### src/sv/lkfr_pkg.sv
// ----------------------------------------------------------------------------
// LRU-K frame replacer package
// Widths, reset values, codes and state types shared by the replacer files.
// ----------------------------------------------------------------------------
package lkfr_pkg;

  // Default frame count of the table
  localparam int unsigned MAX_FRAMES_DEF = 16;

  // Field widths of the channels
  localparam int unsigned KIND_W     = 2;
  localparam int unsigned FRAME_W    = 4;
  localparam int unsigned STATUS_W   = 3;
  localparam int unsigned VICTIM_W   = 4;
  localparam int unsigned COUNT_W    = 5;
  localparam int unsigned CFG_IDX_W  = 2;
  localparam int unsigned CFG_DATA_W = 5;

  // Per-frame access count and register widths
  localparam int unsigned HIT_W  = 4;
  localparam int unsigned KTH_W  = 4;
  localparam int unsigned HCAP_W = 5;

  localparam logic [HIT_W-1:0]  HIT_MAX  = '1;
  localparam logic [KTH_W-1:0]  KTH_RST  = 4'd2;
  localparam logic [HCAP_W-1:0] HCAP_RST = 5'd16;

  // Request kinds
  typedef enum logic [KIND_W-1:0] {
    KIND_ACCESS = 2'd0,
    KIND_SET    = 2'd1,
    KIND_REMOVE = 2'd2,
    KIND_EVICT  = 2'd3
  } kind_e;

  // Result status codes
  typedef enum logic [STATUS_W-1:0] {
    STAT_OK        = 3'd0,
    STAT_NONE      = 3'd1,
    STAT_UNKNOWN   = 3'd2,
    STAT_NOT_EVICT = 3'd3,
    STAT_HIST_FULL = 3'd4
  } status_e;

  // Configuration register indexes
  typedef enum logic [CFG_IDX_W-1:0] {
    CFG_K_THRESHOLD = 2'd0,
    CFG_HIST_CAP    = 2'd1
  } cfg_reg_e;

  // Sequencer states
  typedef enum logic [2:0] {
    S_IDLE,
    S_SCAN,
    S_SCAN_END,
    S_DECIDE,
    S_UPDATE,
    S_UPD_END,
    S_DONE
  } fsm_e;

  // Table rewrite action chosen after the scan
  typedef enum logic [1:0] {
    ACT_NONE,
    ACT_INSERT,
    ACT_PROMOTE,
    ACT_DROP
  } act_e;

endpackage

### src/sv/lkfr_if.sv
// ----------------------------------------------------------------------------
// LRU-K frame replacer channels
// Valid/ready interfaces for request, result and configuration beats.
// ----------------------------------------------------------------------------

// Request channel
interface lkfr_req_if;
  logic                        valid;
  logic                        ready;
  logic [lkfr_pkg::KIND_W-1:0]  kind;
  logic [lkfr_pkg::FRAME_W-1:0] frame;
  logic                        evictable_flag;

  modport source (output valid, kind, frame, evictable_flag, input ready);
  modport sink   (input valid, kind, frame, evictable_flag, output ready);
endinterface

// Result channel
interface lkfr_rsp_if;
  logic                          valid;
  logic                          ready;
  logic [lkfr_pkg::STATUS_W-1:0] status;
  logic [lkfr_pkg::VICTIM_W-1:0] victim;
  logic [lkfr_pkg::COUNT_W-1:0]  evictable_count;

  modport source (output valid, status, victim, evictable_count, input ready);
  modport sink   (input valid, status, victim, evictable_count, output ready);
endinterface

// Configuration write channel
interface lkfr_cfg_if;
  logic                            valid;
  logic                            ready;
  logic [lkfr_pkg::CFG_IDX_W-1:0]  index;
  logic [lkfr_pkg::CFG_DATA_W-1:0] data;

  modport source (output valid, index, data, input ready);
  modport sink   (input valid, index, data, output ready);
endinterface

### src/sv/lkfr_ram.sv
// ----------------------------------------------------------------------------
// Generic RAM
// One write port, one read port, registered read data.
// ----------------------------------------------------------------------------
module lkfr_ram #(
  parameter  int unsigned Width = 8,
  parameter  int unsigned Depth = 16,
  localparam int unsigned AddrW = $clog2(Depth)
) (
  input  logic             clk_i,
  input  logic             we_i,
  input  logic [AddrW-1:0] waddr_i,
  input  logic [Width-1:0] wdata_i,
  input  logic             re_i,
  input  logic [AddrW-1:0] raddr_i,
  output logic [Width-1:0] rdata_o
);

  logic [Width-1:0] mem_q [Depth];
  logic [Width-1:0] rdata_q;

  // Write port
  always_ff @(posedge clk_i) begin
    if (we_i) begin
      mem_q[waddr_i] <= wdata_i;
    end
  end

  // Registered read port
  always_ff @(posedge clk_i) begin
    if (re_i) begin
      rdata_q <= mem_q[raddr_i];
    end
  end

  assign rdata_o = rdata_q;

endmodule

### src/sv/lru_k_frame_replacer_unit.sv
// ----------------------------------------------------------------------------
// LRU-K frame replacer
// Tracks up to MAX_FRAMES buffer frames and picks eviction victims: frames
// with fewer than k_threshold accesses (history class) go first, least
// recently accessed first, then cache-class frames in the same order. Each
// request beat gives exactly one result beat. One request is handled at a
// time: the per-frame table (evictable flag, access count, recency rank) sits
// in a RAM that a small sequencer walks one entry per cycle. Every request
// first scans all MAX_FRAMES entries; a successful access, remove or evict
// then walks the table a second time to rewrite ranks. The next request is
// taken once the result sits in the output register. Tracked bits are
// flip-flops cleared by reset, so no clearing pass is run. Configuration
// writes are always accepted and must only come while idle.
// ----------------------------------------------------------------------------
module lru_k_frame_replacer_unit #(
  parameter int unsigned MAX_FRAMES = lkfr_pkg::MAX_FRAMES_DEF
) (
  input logic         clk_i,
  input logic         rst_ni,
  lkfr_req_if.sink    req_i,
  lkfr_rsp_if.source  rsp_o,
  lkfr_cfg_if.sink    cfg_i
);

  localparam int unsigned FW  = $clog2(MAX_FRAMES);
  localparam int unsigned CW  = $clog2(MAX_FRAMES + 1);
  localparam int unsigned HW  = lkfr_pkg::HIT_W;
  localparam int unsigned VW  = lkfr_pkg::VICTIM_W;
  localparam int unsigned OW  = lkfr_pkg::COUNT_W;
  localparam int unsigned EW  = 1 + HW + FW;
  localparam logic [FW-1:0] LAST_IDX = FW'(MAX_FRAMES - 1);

  typedef struct packed {
    logic          ev;
    logic [HW-1:0] hit;
    logic [FW-1:0] rank;
  } entry_t;

  // Configuration registers
  logic [lkfr_pkg::KTH_W-1:0]  k_q;
  logic [lkfr_pkg::HCAP_W-1:0] hcap_q;

  // Sequencer
  lkfr_pkg::fsm_e state_q, state_d;
  logic [FW-1:0]  addr_q;
  logic           rd_vld_q;
  logic [FW-1:0]  rd_idx_q;

  // Captured request
  lkfr_pkg::kind_e              kind_q;
  logic [lkfr_pkg::FRAME_W-1:0] frame_q;
  logic                         flag_q;

  // Scan results
  logic [HW-1:0] tgt_hit_q;
  logic [FW-1:0] tgt_rank_q;
  logic          tgt_ev_q;
  logic [CW-1:0] hist_q;
  logic          hb_vld_q, cb_vld_q;
  logic [FW-1:0] hb_idx_q, hb_rank_q, cb_idx_q, cb_rank_q;

  // Table state outside the RAM
  logic [MAX_FRAMES-1:0] tracked_q;
  logic [CW-1:0]         cnt_q, cnt_d;

  // Decision
  lkfr_pkg::act_e    act_q, act_d;
  lkfr_pkg::status_e stat_q, stat_d;
  logic [VW-1:0]     vic_q, vic_d;
  logic [FW-1:0]     tgt_q, tgt_d;
  logic [FW-1:0]     ref_q, ref_d;
  logic              set_we;

  // Result register
  logic                       rsp_vld_q;
  logic [lkfr_pkg::STATUS_W-1:0] rsp_stat_q;
  logic [VW-1:0]              rsp_vic_q;
  logic [OW-1:0]              rsp_cnt_q;

  // Control strobes
  logic req_acc, ram_re, decide_en, rsp_load, scan_en, upd_en;

  // RAM ports
  logic          ram_we;
  logic [FW-1:0] ram_waddr;
  entry_t        ram_wdata, rd_ent, upd_ent;
  logic [EW-1:0] ram_rdata;
  logic          upd_we;

  logic          frame_ok;
  logic [FW-1:0] f_idx;
  logic          tgt_tracked;
  logic          rd_cache;
  logic [HW-1:0] hit_inc;

  assign frame_ok    = (32'(frame_q) < MAX_FRAMES);
  assign f_idx       = FW'(frame_q);
  assign tgt_tracked = tracked_q[f_idx];
  assign req_acc     = req_i.valid && req_i.ready;
  assign rd_ent      = entry_t'(ram_rdata);
  assign rd_cache    = (rd_ent.hit >= k_q);
  assign hit_inc     = (rd_ent.hit == lkfr_pkg::HIT_MAX) ? rd_ent.hit : rd_ent.hit + HW'(1);

  // Configuration writes, always taken
  assign cfg_i.ready = 1'b1;

  always_ff @(posedge clk_i or negedge rst_ni) begin
    if (!rst_ni) begin
      k_q    <= lkfr_pkg::KTH_RST;
      hcap_q <= lkfr_pkg::HCAP_RST;
    end else if (cfg_i.valid && cfg_i.ready) begin
      case (lkfr_pkg::cfg_reg_e'(cfg_i.index))
        lkfr_pkg::CFG_K_THRESHOLD: k_q    <= cfg_i.data[lkfr_pkg::KTH_W-1:0];
        lkfr_pkg::CFG_HIST_CAP:    hcap_q <= cfg_i.data[lkfr_pkg::HCAP_W-1:0];
        default: ;
      endcase
    end
  end

  // Next state
  always_comb begin
    state_d = state_q;
    case (state_q)
      lkfr_pkg::S_IDLE:     if (req_acc) state_d = lkfr_pkg::S_SCAN;
      lkfr_pkg::S_SCAN:     if (addr_q == LAST_IDX) state_d = lkfr_pkg::S_SCAN_END;
      lkfr_pkg::S_SCAN_END: state_d = lkfr_pkg::S_DECIDE;
      lkfr_pkg::S_DECIDE: begin
        state_d = (act_d != lkfr_pkg::ACT_NONE) ? lkfr_pkg::S_UPDATE : lkfr_pkg::S_DONE;
      end
      lkfr_pkg::S_UPDATE:   if (addr_q == LAST_IDX) state_d = lkfr_pkg::S_UPD_END;
      lkfr_pkg::S_UPD_END:  state_d = lkfr_pkg::S_DONE;
      lkfr_pkg::S_DONE:     if (!rsp_vld_q || rsp_o.ready) state_d = lkfr_pkg::S_IDLE;
      default:              state_d = lkfr_pkg::S_IDLE;
    endcase
  end

  // State outputs
  always_comb begin
    req_i.ready = (state_q == lkfr_pkg::S_IDLE);
    ram_re      = (state_q == lkfr_pkg::S_SCAN) || (state_q == lkfr_pkg::S_UPDATE);
    scan_en     = rd_vld_q &&
                  ((state_q == lkfr_pkg::S_SCAN) || (state_q == lkfr_pkg::S_SCAN_END));
    upd_en      = rd_vld_q &&
                  ((state_q == lkfr_pkg::S_UPDATE) || (state_q == lkfr_pkg::S_UPD_END));
    decide_en   = (state_q == lkfr_pkg::S_DECIDE);
    rsp_load    = (state_q == lkfr_pkg::S_DONE) && (!rsp_vld_q || rsp_o.ready);
  end

  // Sequencer registers and table walk address
  always_ff @(posedge clk_i or negedge rst_ni) begin
    if (!rst_ni) begin
      state_q  <= lkfr_pkg::S_IDLE;
      addr_q   <= '0;
      rd_vld_q <= 1'b0;
      rd_idx_q <= '0;
    end else begin
      state_q  <= state_d;
      rd_vld_q <= ram_re;
      rd_idx_q <= addr_q;
      if (ram_re) begin
        addr_q <= (addr_q == LAST_IDX) ? '0 : addr_q + FW'(1);
      end
    end
  end

  // Request capture
  always_ff @(posedge clk_i) begin
    if (req_acc) begin
      kind_q  <= lkfr_pkg::kind_e'(req_i.kind);
      frame_q <= req_i.frame;
      flag_q  <= req_i.evictable_flag;
    end
  end

  // Scan pass: target entry, history count, oldest evictable per class
  always_ff @(posedge clk_i or negedge rst_ni) begin
    if (!rst_ni) begin
      tgt_hit_q  <= '0;
      tgt_rank_q <= '0;
      tgt_ev_q   <= 1'b0;
      hist_q     <= '0;
      hb_vld_q   <= 1'b0;
      hb_idx_q   <= '0;
      hb_rank_q  <= '0;
      cb_vld_q   <= 1'b0;
      cb_idx_q   <= '0;
      cb_rank_q  <= '0;
    end else if (req_acc) begin
      hist_q   <= '0;
      hb_vld_q <= 1'b0;
      cb_vld_q <= 1'b0;
    end else if (scan_en) begin
      if (rd_idx_q == f_idx) begin
        tgt_hit_q  <= rd_ent.hit;
        tgt_rank_q <= rd_ent.rank;
        tgt_ev_q   <= rd_ent.ev;
      end
      if (tracked_q[rd_idx_q] && !rd_cache) begin
        hist_q <= hist_q + CW'(1);
      end
      if (tracked_q[rd_idx_q] && rd_ent.ev && !rd_cache &&
          (!hb_vld_q || (rd_ent.rank > hb_rank_q))) begin
        hb_vld_q  <= 1'b1;
        hb_idx_q  <= rd_idx_q;
        hb_rank_q <= rd_ent.rank;
      end
      if (tracked_q[rd_idx_q] && rd_ent.ev && rd_cache &&
          (!cb_vld_q || (rd_ent.rank > cb_rank_q))) begin
        cb_vld_q  <= 1'b1;
        cb_idx_q  <= rd_idx_q;
        cb_rank_q <= rd_ent.rank;
      end
    end
  end

  // Decision from the scan results
  always_comb begin
    act_d  = lkfr_pkg::ACT_NONE;
    stat_d = lkfr_pkg::STAT_OK;
    vic_d  = '0;
    tgt_d  = f_idx;
    ref_d  = tgt_rank_q;
    cnt_d  = cnt_q;
    set_we = 1'b0;
    if (kind_q == lkfr_pkg::KIND_EVICT) begin
      if (hb_vld_q || cb_vld_q) begin
        act_d = lkfr_pkg::ACT_DROP;
        tgt_d = hb_vld_q ? hb_idx_q : cb_idx_q;
        ref_d = hb_vld_q ? hb_rank_q : cb_rank_q;
        vic_d = VW'(tgt_d);
        if (cnt_q != '0) cnt_d = cnt_q - CW'(1);
      end else begin
        stat_d = lkfr_pkg::STAT_NONE;
      end
    end else if (!frame_ok) begin
      stat_d = lkfr_pkg::STAT_UNKNOWN;
    end else if (kind_q == lkfr_pkg::KIND_ACCESS) begin
      if (tgt_tracked) begin
        act_d = lkfr_pkg::ACT_PROMOTE;
      end else if (32'(hist_q) >= 32'(hcap_q)) begin
        stat_d = lkfr_pkg::STAT_HIST_FULL;
      end else begin
        act_d = lkfr_pkg::ACT_INSERT;
        cnt_d = cnt_q + CW'(1);
      end
    end else if (kind_q == lkfr_pkg::KIND_SET) begin
      if (!tgt_tracked) begin
        stat_d = lkfr_pkg::STAT_UNKNOWN;
      end else if (tgt_ev_q && !flag_q) begin
        set_we = 1'b1;
        if (cnt_q != '0) cnt_d = cnt_q - CW'(1);
      end else if (!tgt_ev_q && flag_q) begin
        set_we = 1'b1;
        cnt_d  = cnt_q + CW'(1);
      end
    end else if (tgt_tracked) begin
      // remove
      if (!tgt_ev_q) begin
        stat_d = lkfr_pkg::STAT_NOT_EVICT;
      end else begin
        act_d = lkfr_pkg::ACT_DROP;
        if (cnt_q != '0) cnt_d = cnt_q - CW'(1);
      end
    end
  end

  // Decision registers, tracked bits and evictable count
  always_ff @(posedge clk_i or negedge rst_ni) begin
    if (!rst_ni) begin
      act_q     <= lkfr_pkg::ACT_NONE;
      stat_q    <= lkfr_pkg::STAT_OK;
      vic_q     <= '0;
      tgt_q     <= '0;
      ref_q     <= '0;
      cnt_q     <= '0;
      tracked_q <= '0;
    end else if (decide_en) begin
      act_q  <= act_d;
      stat_q <= stat_d;
      vic_q  <= vic_d;
      tgt_q  <= tgt_d;
      ref_q  <= ref_d;
      cnt_q  <= cnt_d;
      if (act_d == lkfr_pkg::ACT_INSERT) tracked_q[tgt_d] <= 1'b1;
      if (act_d == lkfr_pkg::ACT_DROP)   tracked_q[tgt_d] <= 1'b0;
    end
  end

  // Update pass: rewrite ranks, target entry gets its new contents
  always_comb begin
    upd_we  = 1'b0;
    upd_ent = rd_ent;
    if (rd_idx_q == tgt_q) begin
      upd_ent.rank = '0;
      case (act_q)
        lkfr_pkg::ACT_INSERT: begin
          upd_we      = 1'b1;
          upd_ent.ev  = 1'b1;
          upd_ent.hit = HW'(1);
        end
        lkfr_pkg::ACT_PROMOTE: begin
          upd_we      = 1'b1;
          upd_ent.hit = hit_inc;
        end
        default: ;
      endcase
    end else if (tracked_q[rd_idx_q]) begin
      upd_we = 1'b1;
      case (act_q)
        lkfr_pkg::ACT_INSERT:  upd_ent.rank = rd_ent.rank + FW'(1);
        lkfr_pkg::ACT_PROMOTE: begin
          if (rd_ent.rank < ref_q) upd_ent.rank = rd_ent.rank + FW'(1);
        end
        lkfr_pkg::ACT_DROP: begin
          if (rd_ent.rank > ref_q) upd_ent.rank = rd_ent.rank - FW'(1);
        end
        default: upd_we = 1'b0;
      endcase
    end
  end

  // RAM write selection: flag change at decide, rank rewrite during update
  always_comb begin
    ram_we    = (set_we && decide_en) || (upd_we && upd_en);
    ram_waddr = decide_en ? f_idx : rd_idx_q;
    if (decide_en) begin
      ram_wdata.ev   = flag_q;
      ram_wdata.hit  = tgt_hit_q;
      ram_wdata.rank = tgt_rank_q;
    end else begin
      ram_wdata = upd_ent;
    end
  end

  lkfr_ram #(
    .Width (EW),
    .Depth (MAX_FRAMES)
  ) u_table (
    .clk_i   (clk_i),
    .we_i    (ram_we),
    .waddr_i (ram_waddr),
    .wdata_i (ram_wdata),
    .re_i    (ram_re),
    .raddr_i (addr_q),
    .rdata_o (ram_rdata)
  );

  // Result register
  always_ff @(posedge clk_i or negedge rst_ni) begin
    if (!rst_ni) begin
      rsp_vld_q <= 1'b0;
    end else if (rsp_load) begin
      rsp_vld_q <= 1'b1;
    end else if (rsp_o.ready) begin
      rsp_vld_q <= 1'b0;
    end
  end

  always_ff @(posedge clk_i) begin
    if (rsp_load) begin
      rsp_stat_q <= stat_q;
      rsp_vic_q  <= vic_q;
      rsp_cnt_q  <= OW'(cnt_q);
    end
  end

  assign rsp_o.valid           = rsp_vld_q;
  assign rsp_o.status          = rsp_stat_q;
  assign rsp_o.victim          = rsp_vic_q;
  assign rsp_o.evictable_count = rsp_cnt_q;

endmodule

### src/flat_wrapper.sv
// flat-port wrapper written by rule: the top's interface ports become plain ports
module lru_k_frame_replacer_unit_flat 
#(
  parameter int unsigned MAX_FRAMES = lkfr_pkg::MAX_FRAMES_DEF
)
  (clk_i, rst_ni, req_i_valid, req_i_kind, req_i_frame, req_i_evictable_flag, req_i_ready, rsp_o_valid, rsp_o_status, rsp_o_victim, rsp_o_evictable_count, rsp_o_ready, cfg_i_valid, cfg_i_index, cfg_i_data, cfg_i_ready);
  lkfr_req_if req_i_i ();
  lkfr_rsp_if rsp_o_i ();
  lkfr_cfg_if cfg_i_i ();
  input logic clk_i;
  input logic rst_ni;
  input wire logic [$bits(req_i_i.valid)-1:0] req_i_valid;
  input wire logic [$bits(req_i_i.kind)-1:0] req_i_kind;
  input wire logic [$bits(req_i_i.frame)-1:0] req_i_frame;
  input wire logic [$bits(req_i_i.evictable_flag)-1:0] req_i_evictable_flag;
  output wire logic [$bits(req_i_i.ready)-1:0] req_i_ready;
  output wire logic [$bits(rsp_o_i.valid)-1:0] rsp_o_valid;
  output wire logic [$bits(rsp_o_i.status)-1:0] rsp_o_status;
  output wire logic [$bits(rsp_o_i.victim)-1:0] rsp_o_victim;
  output wire logic [$bits(rsp_o_i.evictable_count)-1:0] rsp_o_evictable_count;
  input wire logic [$bits(rsp_o_i.ready)-1:0] rsp_o_ready;
  input wire logic [$bits(cfg_i_i.valid)-1:0] cfg_i_valid;
  input wire logic [$bits(cfg_i_i.index)-1:0] cfg_i_index;
  input wire logic [$bits(cfg_i_i.data)-1:0] cfg_i_data;
  output wire logic [$bits(cfg_i_i.ready)-1:0] cfg_i_ready;
  assign req_i_i.valid = req_i_valid;
  assign req_i_i.kind = req_i_kind;
  assign req_i_i.frame = req_i_frame;
  assign req_i_i.evictable_flag = req_i_evictable_flag;
  assign req_i_ready = req_i_i.ready;
  assign rsp_o_valid = rsp_o_i.valid;
  assign rsp_o_status = rsp_o_i.status;
  assign rsp_o_victim = rsp_o_i.victim;
  assign rsp_o_evictable_count = rsp_o_i.evictable_count;
  assign rsp_o_i.ready = rsp_o_ready;
  assign cfg_i_i.valid = cfg_i_valid;
  assign cfg_i_i.index = cfg_i_index;
  assign cfg_i_i.data = cfg_i_data;
  assign cfg_i_ready = cfg_i_i.ready;
  lru_k_frame_replacer_unit #(.MAX_FRAMES(MAX_FRAMES)) u_core (.clk_i(clk_i), .rst_ni(rst_ni), .req_i(req_i_i), .rsp_o(rsp_o_i), .cfg_i(cfg_i_i));
endmodule
### config.mk
export PLATFORM = sky130hd
export DESIGN_NAME = lru_k_frame_replacer_unit_flat
export DESIGN_NICKNAME = d
export VERILOG_FILES = /design/src/sv/lkfr_pkg.sv /design/src/sv/lkfr_if.sv /design/src/sv/lkfr_ram.sv /design/src/sv/lru_k_frame_replacer_unit.sv /design/src/flat_wrapper.sv
export SDC_FILE = /design/constraint.sdc
export NUM_CORES = 1
export LEC_CHECK = 0
export ABC_AREA = 1
export ABC_CLOCK_PERIOD_IN_PS = 3200
export BUFFER_PORTS_ARGS = -buffer_cell sky130_fd_sc_hd__buf_4
export CAP_MARGIN = 20
export CORE_UTILIZATION = 60
export DETAILED_ROUTE_END_ITERATION = 8
export GPL_ROUTABILITY_DRIVEN = 1
export PLACE_DENSITY = 0.77
export SLEW_MARGIN = 20
export SYNTH_ARGS = -nofsm -noshare
export SYNTH_HDL_FRONTEND = slang
export SYNTH_SLANG_ARGS = --single-unit
export TNS_END_PERCENT = 10
### constraint.sdc
create_clock -name clk_i -period 3.2 [get_ports clk_i]
set_input_delay 0.16 -clock clk_i [delete_from_list [all_inputs] [get_ports clk_i]]
set_output_delay 0.16 -clock clk_i [all_outputs]
set_load 0.01 [all_outputs]
Word level (Yosys, flattened, before mapping)
Memory sizes are Yosys's and may differ from the RTL's. A register that Yosys moved wholly into a read port is not among the register bits.
Index checks and enable logic that the tools add are counted.
- flip-flop bits (word level): 111
- latch bits: 0
- memory bits (writable): 144
- ROM bits: 0
- input bits: 19
- logic and storage cells: 218
- memories: 1
- add/subtract/negate cells: 7
- multiply operators: 0
- divide/modulo/power cells: 0
- order comparisons: 10
- equal/unequal tests: 26
- shift operators: 0
- muxes and demuxes: 87
- bitwise gates (word level): 4
- reduce and logical (&&, ||, !) cells: 53
- memory list (name ; words ; width ; rd ports ; clocked after memory_dff ; write ports ; RTL line ; source):
    u_core.u_table.mem_q ; 16 ; 9 ; 1 ; 1 ; 1 ; lkfr_ram.sv:19 ; logic [Width-1:0] mem_q [Depth];
- operator list (cell ; count):
    2-to-1 mux 5 bit ; 16
    2-to-1 mux 4 bit ; 15
    2-to-1 mux 16 bit ; 3
    2-to-1 mux 3 bit ; 10
    2-to-1 mux 1 bit ; 26
    case mux 3 bit (7 select lines) ; 1
    2-to-1 mux 2 bit ; 10
    AND 16 bit ; 1
    NOT 16 bit ; 1
    bitwise OR 16 bit ; 1
    logical AND 1 bit ; 15
    less-than comparator 4 x 5 -> 1 bit, second input constant ; 3
    adder 4 x 1 -> 4 bit, second input constant ; 3
    > comparator 4 bit ; 3
    case mux 4 bit (3 select lines) ; 1
    nonzero test 2 bit ; 6
    adder 5 x 1 -> 5 bit, second input constant ; 2
    AND reduction 2 bit ; 5
    equality test 3 bit, second input constant ; 3
    2-to-1 mux 9 bit ; 1
    AND reduction 3 bit ; 3
    binary-select mux 1 bit (select 4 bit) ; 2
    equality test 2 x 1 -> 1 bit, second input constant ; 4
    equality test 2 bit, second input constant ; 4
    29 further kinds ; 48

Longest topological paths before layout
- depth after elaboration: 12
- depth in mapped cells: 16

By module
Synthesis repeated with hierarchy kept, for this count alone.
- cell total of the unflattened synthesis: 1436
- area, all modules: 13206.4 sq um
- by module, submodules not included (module ; instances ; cells each ; area each (sq um) ; seq. area each (sq um)):
    lru_k_frame_replacer_unit ; 1 ; 821 ; 6613.8 ; 2875.3
    lkfr_ram ; 1 ; 615 ; 6592.6 ; 4594.4

Worst setup path before layout
No wires, ideal clock.
- path type: register to register
- start point: register u_core.u_table.rdata_q[1], in the netlist u_core.u_table.rdata_o[1] (read register of u_core.u_table.mem_q)
- end point: memory u_core.u_table.mem_q[0][3] (netlist name), data pin
- library setup time: 0.330 ns
- arrival: 2.186 ns
- required time: 2.870 ns
- setup slack: 0.684 ns
- cell stages (with the launch flop): 10
- path through: edfxtp_1 -> ha_1 -> inv_1 -> o21bai_1 -> nand2_1 -> nand2_1 -> nand2_1 -> o32ai_1 -> a21oi_1 -> o21ai_0
- RTL lines (item ; RTL line ; source):
    start: declaration ; lkfr_ram.sv:20 ; logic [Width-1:0] rdata_q;
    end: declaration ; lkfr_ram.sv:19 ;

==> metrics <==
Detailed Place HPWL 19400 um; synthesis warning total 0; average cell area after synthesis 10.2 sq um; Ports 34; worst endpoint required time 3.33 ns; via-per-instance ratio 5.76; H-tree depth 1; post-place setup slack 0.559 ns; Worst Hold Margin 0.0262 ns; placed cell count 1527; combined global-route utilization of all metal layers 0.279; commonest non-fill, non-tap cell in the layout nand2_1; sequential cell area in the final layout 7470 sq um; ys flop type edfxtp_1; DRT antenna net count 0; worst reg-to-reg path cell count 11; setup repair after global routing missed its margin false; clock tree from TritonCTS done; leakage power 5.98 nW; Crit-path slowest cell dfrtp_1; final setup margin 0.479 ns; ys async rst share 0.348; Multi-input gate area 4330 sq um; PwrDens 953 nW/um^2; kind of start point of the critical path flop; net count after synthesis 1289; Yosys cell types 47; initial core utilization 0.617; synthesized-area fraction occupied by and/or/nand/nor cells 0.159; total die area 21500 sq um; Compound-Gate Fraction of Synth Area 0.114; most frequent cells in the layout 240 x nand2_1, 172 x edfxtp_1, 132 x inv_1; hold path start req_i_valid; r2r setup slk 0.48 ns; kind of end point of the critical path flop; Max-Slew Margin vs Limit 0.273; sequential cell area fraction in the yosys report 0.594; router iterations before antenna repair 5; data arrival at the endpoint of the critical path 2.85 ns; global-route congestion overflow total 0; via count of the first global-routing pass 8800; global-route wire length before repair 46500 um; number of antenna repair diodes 0; Switching Share 0.396; clock-pin transition on the worst setup and hold timing paths 0.06 ns; height of the die 147 um; Tightest Hold Check Type in -> reg; worst reg2reg path endpoint u_core.u_table.mem_q[9][2]$_DFFE_PP_; highest cell delay on the worst timing path 0.62 ns; netlist area before placement 12600 sq um; number of logic stages on the critical path including buffering 11; number of DRC markers after the initial detailed-route iteration 564; crit path max fanout 17; library cell with the largest summed area after synthesis edfxtp_1; number of flops mapped to enable cells by yosys 172; setup violation total in the final timing report 0; classification of the worst setup path reg -> reg; min cycle time layout 2.72 ns; largest vdd supply drop 641 uV; Sequential Power Share 0.397; buffers inserted by post-CTS timing repair 0; XOR/XNOR Fraction of Synth Area 0.00976; maximum clock frequency 0.368 GHz; layout filler cell count 1495; IO Port Bufs 32; final core area utilization 0.698; cell area after layout 14200 sq um; deepest clock path buffer count 3; result of the run complete, no violations; crit-path most repeated cell nand2_1; Yosys top cell area share 0.411; number of hold violations in the final report 0; later-pin clock latency in the skew report 0.55 ns; Logic pwr share 0.375; number of DRC violations after detailed routing 0; Period Utilization, post-route 0.850; horizontal die dimension 147 um; Setup Total Neg Slack 0 ns; wire per inst 18.4 um; start of the worst register-to-register path u_core.rd_idx_q[0]$_DFF_PN0_; Internal Pwr Total 8.18 mW; multiplexer share of the synthesized area 0.0234; area share of fa/ha/maj cells after synthesis 0.0378; total placed instance area 13200 sq um; number of gates resized after CTS 0; post-synthesis register bit count 264; family with the most delay on the worst path simple AND/OR/NAND/NOR gates; pins over their slew limit 0; critical path buffer and inverter count 1; Final Skew 0.0177 ns; count of placed standard cells in the final layout, fillers left out 1591; net count of the finished layout 1358; synth-to-layout area growth 13.1%; core footprint 20400 sq um; number of buffers added by the clock tree synthesis step 27; top cells by area in the synthesized netlist edfxtp_1 41%, dfrtp_1 18%, nand2_1 7.2%; Psw 5.37 mW; Vias 9159; crit path launch u_core.rd_idx_q[0]$_DFF_PN0_; Power Total 13.6 mW; sequence of cells on the critical path inv_1, o21ai_0, nand3_1, nand3_1, nand2_1, nor2_1, nand2_1, nand2_1, nand2_1, nand2_1, nand2_1; endpoint of the worst setup timing path u_core.u_table.mem_q[9][2]$_DFFE_PP_; routed wire length 29300 um; placer's final routability congestion estimate 0.906; share of final-layout standard cells stronger than drive strength 1 0.114; synthesized netlist cell count 1232; actual slew at the worst max-slew pin 1.09 ns; antenna violations before repair 0; clock root buffer clkbuf_16; number of max-cap violations 0; dominant combinational cell family by area after synthesis simple AND/OR/NAND/NOR gates; number of sinks on the clock net 264; Cell Rows 52; pin count of the biggest net entering global routing 71; part of the power in the clock network 0.228
## layer usage
metal | track usage | part of all wire | vias up
met5 | 0 | 0 | -
met4 | 0.122 | 0.045 | 0
met3 | 0.0425 | 0.062 | 83
met2 | 0.454 | 0.48 | 325
met1 | 0.376 | 0.42 | 4370
li1 | - | - | 4381
## power by group through the flow
stage          Combinational (mW)  Clock [mW]  Sequential, mW
6_report                     5.08        3.09            5.38
5_1_grt                      5.61        3.25            5.45
4_1_cts                      5.05        3.13            5.36
3_5_place_dp                 4.99           0            5.42
3_3_place_gp                 4.87           0            5.40
2_1_floorplan                3.50           0            5.15
## logic make-up (layout without fill, tap and decap cells)
group,after synthesis,after routing
adder cells (fa/ha/maj),38,38
multiplexers,29,29
XOR/XNOR,14,14
flip-flops,264,264
AND/OR/NAND/NOR,468,468
other,1,1
buffers and inverters,188,277
AO/OA/AOI/OAI,230,230
## synthesized netlist by cell type (23+ instances only)
master	instances
nand2_1	240
edfxtp_1	172
ha_1	38
a21oi_1	25
clkbuf_1	23
o211ai_1	25
inv_1	132
dfrtp_1	90
nor2_1	114
o221ai_1	26
nand3_1	68
o21ai_0	108
mux2i_1	26
## what timing repair did
action / 4_1_cts / 5_1_grt
endpoints found under the hold margin: 86 / 0
endpoints found under the setup margin: 0 / 0
hold buffers: 15 / 0
## worst reg2reg max path: cells and delay by family (launching register included)
kind | cells | cell delay, ns
AO/OA/AOI/OAI | 1 | 0.20
buffers and inverters | 1 | 0.20
flip-flops | 1 | 0.62
AND/OR/NAND/NOR | 9 | 1.28
## sequential cells by signal, summed over array words and instances, names as in the netlist, 5 cells and up
register                      count
u_core.hist_q                     5
u_core.tracked_q                 16
u_core.cnt_q                      5
u_core.rsp_o.evictable_count      5
u_core.u_table.mem_q            144
u_core.u_table.rdata_o            9
u_core.hcap_q                     5
## worst min path at each step
stage / to / cells past startpoint
after global routing: u_core.state_q[2]$_DFFE_PN0P_ / 5
final: u_core.state_q[2]$_DFFE_PN0P_ / 5
after detailed placement: u_core.kind_q[1]$_DFFE_PP_ / 1
after CTS: u_core.state_q[2]$_DFFE_PN0P_ / 5
after global placement: u_core.flag_q$_DFFE_PP_ / 1
after floorplan: u_core.act_q[0]$_DFFE_PN0P_ / 0
## cell type report
type / instances / area share
inverters: 141 / 0.0372
flip-flops and latches: 264 / 0.526
clock buffers: 37 / 0.0502
multi-input cells: 780 / 0.304
repair buffers: 87 / 0.0486
clock inverters: 12 / 0.0103
well taps: 270 / 0.0238
No activity file was read; power rests on OpenSTA's default activity.
